--- src/rtl/lpd_pkg.sv ---
// ----------------------------------------------------------------------------
// lpd_pkg
// Shared types, codes and the CRC-8 step for the lidar packet deframer.
// ----------------------------------------------------------------------------
package lpd_pkg;

  localparam logic [7:0]  START_BYTE  = 8'h54;
  localparam logic [7:0]  DATA_FRAME  = 8'h2c;
  localparam logic [15:0] ANGLE_MOD   = 16'd36000;
  localparam logic [10:0] COUNT_MAX   = 11'd2047;
  localparam int          STORE_DEPTH = 47;

  // Configuration register indexes
  localparam logic [1:0] REG_CRC_POLY  = 2'd0;
  localparam logic [1:0] REG_CAL_PKTS  = 2'd1;
  localparam logic [1:0] REG_TS_WRAP   = 2'd2;

  // Parser phase
  typedef enum logic [2:0] {
    PH_HUNT  = 3'b001,
    PH_FRAME = 3'b010,
    PH_BODY  = 3'b100
  } phase_t;

  // Packet finish sequencer
  typedef enum logic [10:0] {
    ST_IDLE = 11'b00000000001,
    ST_RTS0 = 11'b00000000010,
    ST_RTS1 = 11'b00000000100,
    ST_UPD  = 11'b00000001000,
    ST_MUL  = 11'b00000010000,
    ST_CONT = 11'b00000100000,
    ST_DIV  = 11'b00001000000,
    ST_HDR  = 11'b00010000000,
    ST_MOD  = 11'b00100000000,
    ST_PT   = 11'b01000000000,
    ST_OUT  = 11'b10000000000
  } seq_t;

  // Divider request
  typedef struct packed {
    logic        start;
    logic [31:0] dividend;
    logic [9:0]  divisor;
  } div_req_t;

  // One CRC-8 byte step, MSB first
  function automatic logic [7:0] crc_step(input logic [7:0] crc, input logic [7:0] b,
                                          input logic [7:0] poly);
    logic [7:0] v;
    v = crc ^ b;
    for (int k = 0; k < 8; k++) begin
      v = v[7] ? ({v[6:0], 1'b0} ^ poly) : {v[6:0], 1'b0};
    end
    return v;
  endfunction

endpackage

--- src/rtl/lidar_packet_deframer_top.sv ---
// ----------------------------------------------------------------------------
// lidar_packet_deframer_top
// Serial byte deframer, CRC-8 check and point decoder for a scanning lidar.
// ----------------------------------------------------------------------------
// Each byte of a packet is written into a 47-byte packet RAM while the CRC
// runs. A good data packet then holds off input while a sequencer reads the
// timestamp back (ST_RTS0, ST_RTS1) and unwraps it (ST_UPD, ST_MUL, ST_CONT);
// during calibration it accumulates the host offset and returns to idle.
// After calibration a serial divider forms the averaged offset, six header
// bytes are read, the angles are reduced below 36000, and each point is read
// from RAM in ST_PT and held in ST_OUT until the result side takes it. The
// single RAM read port sets the per-point cost.
// Register writes are taken at any time.
module lidar_packet_deframer_top #(
  parameter int POINTS_PER_PACKET    = 12,
  parameter int DATA_PACKET_BYTES    = 47,
  parameter int COMMAND_PACKET_BYTES = 8
) (
  input  logic         clk,
  input  logic         rst_n,
  // in_tdata: rx_byte[7:0], host_time_ms[38:8], zero pad [39]
  input  logic         in_tvalid,
  output logic         in_tready,
  input  logic [39:0]  in_tdata,
  // out_tdata: point_index[3:0], distance_mm[19:4], intensity[27:20],
  // speed_deg_s[43:28], first_angle_cdeg[59:44], last_angle_cdeg[75:60],
  // time_ms[107:76], zero pad [111:108]
  output logic         out_tvalid,
  input  logic         out_tready,
  output logic [111:0] out_tdata,
  output logic         out_tlast,
  input  logic         cfg_valid,
  output logic         cfg_ready,
  input  logic [1:0]   cfg_index,
  input  logic [16:0]  cfg_data
);

  import lpd_pkg::*;

  localparam int AW = $clog2(STORE_DEPTH);
  localparam logic [AW-1:0] TS_LO   = AW'(DATA_PACKET_BYTES - 3);
  localparam logic [AW-1:0] TS_HI   = AW'(DATA_PACKET_BYTES - 2);
  localparam logic [AW-1:0] EA_LO   = AW'(DATA_PACKET_BYTES - 5);
  localparam logic [AW-1:0] EA_HI   = AW'(DATA_PACKET_BYTES - 4);
  localparam logic [AW-1:0] LEN_DAT = AW'(DATA_PACKET_BYTES);
  localparam logic [AW-1:0] LEN_CMD = AW'(COMMAND_PACKET_BYTES);
  localparam logic [3:0]    LAST_PT = 4'(POINTS_PER_PACKET - 1);

  // Configuration registers
  logic [7:0]  crc_poly_r;
  logic [9:0]  cal_pkts_r;
  logic [16:0] ts_wrap_r;

  // Parser state
  phase_t      phase_r;
  logic [AW-1:0] pos_r;
  logic        is_data_r;
  logic [7:0]  crc_r;

  // Packet state
  logic [15:0] prev_ts_r;
  logic [31:0] wrap_r;
  logic [10:0] good_r;
  logic [31:0] offset_r;

  // Sequencer
  seq_t        seq_r, seq_nxt;
  logic [30:0] host_r;
  logic [7:0]  ts_lo_r;
  logic [15:0] ts_r;
  logic [31:0] mul_r;
  logic [31:0] cont_r;
  logic [31:0] tm_r;
  logic [2:0]  k_r;
  logic [7:0]  hdr_r [6];
  logic [15:0] speed_r, sa_r, ea_r;
  logic [1:0]  j_r;
  logic [AW-1:0] base_r;
  logic [3:0]  pt_r;
  logic [7:0]  dlo_r, dhi_r, inten_r;

  // RAM
  logic          we;
  logic [AW-1:0] waddr, raddr;
  logic [7:0]    wdata, rdata;

  // Divider
  div_req_t    dreq;
  logic        ddone;
  logic [31:0] dquot;

  logic [7:0]  rx;
  logic [AW-1:0] len;
  logic        in_acc;
  logic [15:0] ts_now;
  logic [48:0] prod;
  logic [31:0] cont_now;
  logic [31:0] avg;

  assign rx        = in_tdata[7:0];
  assign in_tready = (seq_r == ST_IDLE);
  assign in_acc    = in_tvalid && in_tready;
  assign cfg_ready = 1'b1;
  assign len       = is_data_r ? LEN_DAT : LEN_CMD;

  // Hold configuration registers
  always_ff @(posedge clk) begin
    if (!rst_n) begin
      crc_poly_r <= 8'd77;
      cal_pkts_r <= 10'd100;
      ts_wrap_r  <= 17'd30000;
    end else if (cfg_valid) begin
      unique case (cfg_index)
        REG_CRC_POLY: crc_poly_r <= cfg_data[7:0];
        REG_CAL_PKTS: cal_pkts_r <= cfg_data[9:0];
        REG_TS_WRAP:  ts_wrap_r  <= cfg_data;
        default: ;
      endcase
    end
  end

  // Store each packet byte at its packet position
  always_comb begin
    we    = 1'b0;
    waddr = pos_r;
    wdata = rx;
    if (in_acc) begin
      unique case (phase_r)
        PH_FRAME: begin
          we    = 1'b1;
          waddr = AW'(1);
        end
        PH_BODY: we = 1'b1;
        default: begin
          we    = (rx == START_BYTE);
          waddr = '0;
        end
      endcase
    end
  end

  // Parse bytes: hunt, frame, body
  always_ff @(posedge clk) begin
    if (!rst_n) begin
      phase_r   <= PH_HUNT;
      pos_r     <= '0;
      is_data_r <= 1'b0;
      crc_r     <= '0;
    end else if (in_acc) begin
      unique case (phase_r)
        PH_FRAME: begin
          is_data_r <= (rx == DATA_FRAME);
          crc_r     <= crc_step(crc_r, rx, crc_poly_r);
          pos_r     <= AW'(2);
          phase_r   <= PH_BODY;
        end
        PH_BODY: begin
          if (pos_r + AW'(1) < len) begin
            crc_r <= crc_step(crc_r, rx, crc_poly_r);
            pos_r <= pos_r + AW'(1);
          end else begin
            phase_r <= PH_HUNT;
            pos_r   <= '0;
          end
        end
        default: begin
          if (rx == START_BYTE) begin
            crc_r   <= crc_step(8'd0, rx, crc_poly_r);
            pos_r   <= AW'(1);
            phase_r <= PH_FRAME;
          end else begin
            phase_r <= PH_HUNT;
          end
        end
      endcase
    end
  end

  lpd_ram #(.WIDTH(8), .DEPTH(STORE_DEPTH)) u_ram (
    .clk   (clk),
    .we    (we),
    .waddr (waddr),
    .wdata (wdata),
    .raddr (raddr),
    .rdata (rdata)
  );

  // Select the read address for the sequencer
  always_comb begin
    raddr = TS_LO;
    unique case (seq_r)
      ST_RTS1: raddr = TS_HI;
      ST_HDR: begin
        unique case (k_r)
          3'd0:    raddr = AW'(2);
          3'd1:    raddr = AW'(3);
          3'd2:    raddr = AW'(4);
          3'd3:    raddr = AW'(5);
          3'd4:    raddr = EA_LO;
          default: raddr = EA_HI;
        endcase
      end
      ST_PT:   raddr = base_r + AW'(j_r);
      default: raddr = TS_LO;
    endcase
  end

  assign ts_now   = {rdata, ts_lo_r};
  assign prod     = 49'(wrap_r) * 49'(ts_wrap_r);
  assign cont_now = mul_r + {16'd0, ts_r};
  assign avg      = (cal_pkts_r == 10'd0) ? 32'd0 :
                    (offset_r[31] ? (32'd0 - dquot) : dquot);

  always_comb begin
    dreq.start    = (seq_r == ST_CONT) && (good_r > {1'b0, cal_pkts_r});
    dreq.dividend = offset_r[31] ? (32'd0 - offset_r) : offset_r;
    dreq.divisor  = cal_pkts_r;
  end

  lpd_div u_div (
    .clk      (clk),
    .rst_n    (rst_n),
    .req      (dreq),
    .done     (ddone),
    .quotient (dquot)
  );

  // Advance the finish sequencer
  always_comb begin
    seq_nxt = seq_r;
    unique case (seq_r)
      ST_IDLE: begin
        if (in_acc && phase_r == PH_BODY && !(pos_r + AW'(1) < len)
            && is_data_r && crc_r == rx) begin
          seq_nxt = ST_RTS0;
        end
      end
      ST_RTS0: seq_nxt = ST_RTS1;
      ST_RTS1: seq_nxt = ST_UPD;
      ST_UPD:  seq_nxt = ST_MUL;
      ST_MUL:  seq_nxt = ST_CONT;
      ST_CONT: seq_nxt = dreq.start ? ST_DIV : ST_IDLE;
      ST_DIV:  seq_nxt = ddone ? ST_HDR : ST_DIV;
      ST_HDR:  seq_nxt = (k_r == 3'd6) ? ST_MOD : ST_HDR;
      ST_MOD:  seq_nxt = ST_PT;
      ST_PT:   seq_nxt = (j_r == 2'd3) ? ST_OUT : ST_PT;
      ST_OUT: begin
        if (out_tready) begin
          seq_nxt = (pt_r == LAST_PT) ? ST_IDLE : ST_PT;
        end
      end
      default: seq_nxt = ST_IDLE;
    endcase
  end

  always_ff @(posedge clk) begin
    if (!rst_n) begin
      seq_r     <= ST_IDLE;
      prev_ts_r <= '0;
      wrap_r    <= '0;
      good_r    <= '0;
      offset_r  <= '0;
      k_r       <= '0;
      j_r       <= '0;
      pt_r      <= '0;
    end else begin
      seq_r <= seq_nxt;
      unique case (seq_r)
        ST_IDLE: host_r <= in_tdata[38:8];
        ST_RTS1: ts_lo_r <= rdata;
        ST_UPD: begin
          ts_r      <= ts_now;
          prev_ts_r <= ts_now;
          if (prev_ts_r > ts_now) begin
            wrap_r <= wrap_r + 32'd1;
          end
          if (good_r < COUNT_MAX) begin
            good_r <= good_r + 11'd1;
          end
        end
        ST_MUL: mul_r <= prod[31:0];
        ST_CONT: begin
          cont_r <= cont_now;
          k_r    <= '0;
          if (!dreq.start) begin
            offset_r <= offset_r + ({1'b0, host_r} - cont_now);
          end
        end
        ST_DIV: tm_r <= cont_r + avg;
        ST_HDR: begin
          if (k_r != 3'd0) begin
            hdr_r[k_r - 3'd1] <= rdata;
          end
          k_r <= k_r + 3'd1;
        end
        ST_MOD: begin
          speed_r <= {hdr_r[1], hdr_r[0]};
          sa_r    <= ({hdr_r[3], hdr_r[2]} >= ANGLE_MOD) ?
                     {hdr_r[3], hdr_r[2]} - ANGLE_MOD : {hdr_r[3], hdr_r[2]};
          ea_r    <= ({hdr_r[5], hdr_r[4]} >= ANGLE_MOD) ?
                     {hdr_r[5], hdr_r[4]} - ANGLE_MOD : {hdr_r[5], hdr_r[4]};
          base_r  <= AW'(6);
          pt_r    <= '0;
          j_r     <= '0;
        end
        ST_PT: begin
          unique case (j_r)
            2'd1:    dlo_r   <= rdata;
            2'd2:    dhi_r   <= rdata;
            2'd3:    inten_r <= rdata;
            default: ;
          endcase
          j_r <= j_r + 2'd1;
        end
        ST_OUT: begin
          if (out_tready) begin
            pt_r   <= pt_r + 4'd1;
            base_r <= base_r + AW'(3);
            j_r    <= '0;
          end
        end
        default: ;
      endcase
    end
  end

  // Drive the point result from the output registers
  assign out_tvalid = (seq_r == ST_OUT);
  assign out_tlast  = (pt_r == LAST_PT);
  assign out_tdata  = {4'd0, tm_r, ea_r, sa_r, speed_r, inten_r, dhi_r, dlo_r, pt_r};

  // Input and output never both open
  a_no_overlap: assert property (@(posedge clk) disable iff (!rst_n)
    !(in_tready && out_tvalid))
    else $error("input taken while a point is pending");

  // Last flag only on the final point index
  a_last_idx: assert property (@(posedge clk) disable iff (!rst_n)
    out_tvalid && out_tlast |-> out_tdata[3:0] == LAST_PT)
    else $error("last flag on wrong point");

  // A stalled point keeps its index
  a_hold_pt: assert property (@(posedge clk) disable iff (!rst_n)
    out_tvalid && !out_tready |=> $stable(pt_r))
    else $error("point index moved under stall");

  // Divider finishes only while the sequencer waits for it
  a_div_wait: assert property (@(posedge clk) disable iff (!rst_n)
    ddone |-> seq_r == ST_DIV)
    else $error("divider done outside its wait state");

endmodule

--- src/rtl/lpd_ram.sv ---
// ----------------------------------------------------------------------------
// lpd_ram
// Generic single-write, single-read RAM with registered read data.
// ----------------------------------------------------------------------------
module lpd_ram #(
  parameter int WIDTH = 8,
  parameter int DEPTH = 47,
  parameter int AW    = $clog2(DEPTH)
) (
  input  logic             clk,
  input  logic             we,
  input  logic [AW-1:0]    waddr,
  input  logic [WIDTH-1:0] wdata,
  input  logic [AW-1:0]    raddr,
  output logic [WIDTH-1:0] rdata
);

  logic [WIDTH-1:0] mem [DEPTH];
  logic [WIDTH-1:0] rdata_r;

  // Write port and registered read port
  always_ff @(posedge clk) begin
    if (we) begin
      mem[waddr] <= wdata;
    end
    rdata_r <= mem[raddr];
  end

  assign rdata = rdata_r;

endmodule

--- src/rtl/lpd_div.sv ---
// ----------------------------------------------------------------------------
// lpd_div
// Restoring unsigned divider, one quotient bit per cycle (32 by 10 bits).
// ----------------------------------------------------------------------------
module lpd_div (
  input  logic             clk,
  input  logic             rst_n,
  input  lpd_pkg::div_req_t req,
  output logic             done,
  output logic [31:0]      quotient
);

  logic [31:0] q_r, q_nxt;
  logic [10:0] rem_r, rem_nxt;
  logic [9:0]  dvs_r;
  logic [5:0]  cnt_r, cnt_nxt;
  logic        busy_r, busy_nxt;
  logic [10:0] rem_sh;

  // Load a new request, or shift in one dividend bit and try a subtract
  always_comb begin
    rem_sh   = {rem_r[9:0], q_r[31]};
    q_nxt    = q_r;
    rem_nxt  = rem_r;
    cnt_nxt  = cnt_r;
    busy_nxt = busy_r;
    if (req.start) begin
      q_nxt    = req.dividend;
      rem_nxt  = '0;
      cnt_nxt  = '0;
      busy_nxt = 1'b1;
    end else if (busy_r) begin
      if (rem_sh >= {1'b0, dvs_r}) begin
        rem_nxt = rem_sh - {1'b0, dvs_r};
        q_nxt   = {q_r[30:0], 1'b1};
      end else begin
        rem_nxt = rem_sh;
        q_nxt   = {q_r[30:0], 1'b0};
      end
      cnt_nxt = cnt_r + 6'd1;
      if (cnt_r == 6'd31) begin
        busy_nxt = 1'b0;
      end
    end
  end

  always_ff @(posedge clk) begin
    if (!rst_n) begin
      busy_r <= 1'b0;
      cnt_r  <= '0;
    end else begin
      busy_r <= busy_nxt;
      cnt_r  <= cnt_nxt;
    end
    q_r   <= q_nxt;
    rem_r <= rem_nxt;
    if (req.start) begin
      dvs_r <= req.divisor;
    end
  end

  assign done     = busy_r && (cnt_r == 6'd31);
  assign quotient = q_nxt;

endmodule
--- config.mk ---
export PLATFORM = sky130hd
export DESIGN_NAME = lidar_packet_deframer_top
export DESIGN_NICKNAME = d
export VERILOG_FILES = /design/src/rtl/lpd_pkg.sv /design/src/rtl/lidar_packet_deframer_top.sv /design/src/rtl/lpd_ram.sv /design/src/rtl/lpd_div.sv
export SDC_FILE = /design/constraint.sdc
export NUM_CORES = 2
export LEC_CHECK = 0
export ABC_AREA = 1
export BUFFER_PORTS_ARGS = -buffer_cell sky130_fd_sc_hd__buf_4
export CORE_UTILIZATION = 30
export CTS_CLUSTER_DIAMETER = 50
export DETAILED_ROUTE_END_ITERATION = 10
export HOLD_SLACK_MARGIN = 0.08
export PLACE_DENSITY_LB_ADDON = 0.1
export SYNTH_ARGS = -nofsm -noshare
export SYNTH_HDL_FRONTEND = slang
export SYNTH_SLANG_ARGS = --single-unit
export TNS_END_PERCENT = 20
--- constraint.sdc ---
create_clock -name clk -period 7.9 [get_ports clk]
set_clock_uncertainty 0.2 [all_clocks]
set_input_delay 1.185 -clock clk [delete_from_list [all_inputs] [get_ports clk]]
set_output_delay 1.185 -clock clk [all_outputs]
set_load 0.05 [all_outputs]
==> reports/qor.yml <==
cts_max_level: 4
hold_slack_ns: 0.209
peakVddDrop_uv: 249
grt_util_met2_pct: 28.6
fmax_mhz: 141
arrival_ns: 7.38
leakage_nw: 27.2
slowest_delay_ns: 0.70
grt_pass1_vias: 41100
drive_gt1_share_pct: 8.75
wirelength_um: 165000
vias: 41000
path_buf_inv: 4
ctsResizeCount: 0
grt_max_degree: 141
nets: 6918
firstDrtPassIters: 7
use_met1_pct: 24.5
synth_top_area_share_pct: 35.6
crit_type: "flip-flop to flip-flop"
cts_tree: "built"
period_share_pct: 89.9
path_common_cell: "fa_1"
power_density_nw_per_um2: 188
grt_pass1_wl_um: 252000
drtIter0Drc: 2699
post-route-util_pct: 34.9
wire_per_inst_um: 18.6
ys_seq_area_share_pct: 43.5
synth_seq_cells: 884
maxCapViolCount: 0
drtAntennaViolNets: 0
crit_family: "adder cells"
grt_busiest_layer: "met2"
clock_sinks: 884
gr-total-overflow: 0
placed_area_um2: 60200
slew_headroom_pct: 20.2
grt_usage_pct: 17.6
synth.area.top_cells: "edfxtp_1 36%, fa_1 13%, nand2_1 8.4%, dfxtp_1 7.9%, inv_1 6.6%"
syn-cell-area_um2: 55900
grtUsageMet3_pct: 2.44
drv_slew: 0
slowest_stage: "dfxtp_1"
clk_latency_ns: 0.77
stdcell_area_um2: 64700
synth_area_per_cell_um2: 9.11
multi_input_area_um2: 26800
hold_viol: 0
syn_to_final_growth_pct: 15.6
cp_max_fo: 17
core.rowCount: 158
r2r_end: "mul_r[28]"
die_w_um: 434
dieArea_um2: 188000
synth_top_area_cell: "edfxtp_1"
fillers: 19000
synth_cell_type_count: 67
initial_core_util_pct: 30.2
grt_setup_unrepaired: "no"
cp.required_ns: 8.18
critPathCapture: "mul_r[28]"
finalSetupViolations: 0
max-clock-path-buffers: 3
outcome: "finished, final reports clean"
ctsHoldBuffers: 0
cts-buffers-inserted: 130
core_um2: 185000
reg2reg_from: "ts_wrap_r[4]"
r2r_cells: 21
tns_ns: 0
seq_area_um2: 24300
rrSetupSlack_ns: 0.80
postCtsSetupBuffers: 0
async_reset_ff_share_pct: 0
ys_warn_count: 0
syn_inst: 6139
dp_hpwl_um: 118000
io_buffer_count: 173
vias_per_cell: 4.62
antenna_found_initial: 8
die_h_um: 434
ys.flop_type: "edfxtp_1"
finalPower_mw: 12.2
ios: 180
cts_root_buffer: "clkbuf_16"
cp_num_cells: 21
path_cells: "buf_4, nand2_1, fa_1, fa_1, fa_1, inv_1, fa_1, fa_1, inv_1, fa_1, inv_1, ha_1, a21oi_1, o21ai_0, a21boi_0, o21ai_1, a21boi_0, o21ai_1, a21boi_0, o21ai_1, xor2_1"
cp-start-kind: "flip-flop"
clk_pin_slew_worst_paths_ns: 0.06
critPathLaunch: "ts_wrap_r[4]"
synth_edf_count: 663
worst_pin_slew_ns: 1.19
hold_path_class: "flip-flop to flip-flop"
drc: 0
end_kind: "flip-flop"
place.gp.congestion: 0.827
period_needed_ns: 7.10
## where the power goes
part           leakage, nW  internal, mW  switching, mW
Combinational         17.3         0.366          0.722
Clock                 2.15          3.64           2.36
Sequential            7.78          5.03         0.0459
Total                 27.2          9.03           3.13
## synthesized netlist by cell type, drive strengths merged (4+ instances only)
master / n
a211oi: 9
a21boi: 15
a21o: 11
a21oi: 339
a221oi: 4
a31oi: 22
and3: 5
buf: 82
clkbuf: 174
clkinv: 5
dfxtp: 221
edfxtp: 663
fa: 354
ha: 206
inv: 1001
nand2: 1269
nand3: 200
nand3b: 5
nand4: 37
nor2: 437
nor3: 70
nor3b: 9
nor4: 28
o211ai: 89
o21a: 12
o21ai: 478
o21bai: 69
o221ai: 4
o311ai: 13
o31ai: 6
or2: 12
xnor2: 93
xor2: 180
## metrics by stage
step / cells / setup slack [ns]
3_5_place_dp: 8642 / 0.713
6_report: 8882 / 0.801
3_3_place_gp: 8642 / 0.731
2_1_floorplan: 6142 / 1.30
4_1_cts: 8880 / 0.696
5_1_grt: 8881 / 0.264
## kinds of logic after synthesis
group                    share of synthesized area [%]
AO/OA/AOI/OAI                                     10.9
XOR/XNOR                                          4.32
adder cells (fa/ha/maj)                           17.3
buffers and inverters                             8.66
flip-flops                                        43.5
other                                           0.0134
AND/OR/NAND/NOR                                   15.3
## worst min-delay path by stage
| stage | from | end | slack (ns) | cells past startpoint |
|---|---|---|---|---|
| CTS | hdr_r[1][2] | speed_r[10] | 0.21 | 0 |
| global placement | hdr_r[1][6] | speed_r[14] | 0.20 | 0 |
| floorplan | hdr_r[4][0] | ea_r[0] | 0.20 | 0 |
| detailed placement | hdr_r[4][4] | ea_r[4] | 0.20 | 0 |
| global route | hdr_r[1][2] | speed_r[10] | 0.22 | 0 |
| finish | hdr_r[1][2] | speed_r[10] | 0.21 | 0 |
## worst reg2reg max path: stages, from the launching register on
cell,delay (ns)
dfxtp_1,0.70
buf_4,0.41
nand2_1,0.13
fa_1,0.48
fa_1,0.53
fa_1,0.52
inv_1,0.07
fa_1,0.49
fa_1,0.50
inv_1,0.05
fa_1,0.47
inv_1,0.04
ha_1,0.34
a21oi_1,0.21
o21ai_0,0.15
a21boi_0,0.32
o21ai_1,0.13
a21boi_0,0.35
o21ai_1,0.15
a21boi_0,0.32
o21ai_1,0.11
xor2_1,0.15
## placed cells by master (no fill, tap or decap), drive strengths merged, types with 9 or more instances in the layout
cell type  count
a211oi         9
a21boi        15
a21o          11
a21oi        339
a31oi         22
buf          276
bufinv        13
clkbuf       156
clkinv        40
clkinvlp      13
dfxtp        221
edfxtp       663
fa           354
ha           206
inv         1022
nand2       1269
nand3        200
nand4         37
nor2         437
nor3          70
nor3b          9
nor4          28
o211ai        89
o21a          12
o21ai        478
o21bai        69
o311ai        13
or2           12
xnor2         93
xor2         180
## state kept, by name, indices dropped and copies added, names as in the netlist, 32 cells and up
| register | cells |
|---|---|
| wrap_r | 32 |
| hdr_r | 48 |
| mul_r | 32 |
| u_div.q_r | 32 |
| tm_r | 32 |
| u_ram.mem | 376 |
| cont_r | 32 |
| offset_r | 32 |
## per-layer routing
metal	vias to the layer above	part of all wire [%]
met5	-	0.0079
met4	2	1.9
met3	179	4.1
met2	742	46
met1	19800	48
li1	20300	-
## cell type report
class,instances,area share [%]
clock inverter,82,1.58
antenna,2,0.00774
inverter,1006,5.84
multi-input combinational,3996,41.5
clock buffer,156,5.37
timing repair buffer,276,3.26
sequential,884,37.6
tap,2480,4.80
(Power assumes the default switching activity.)
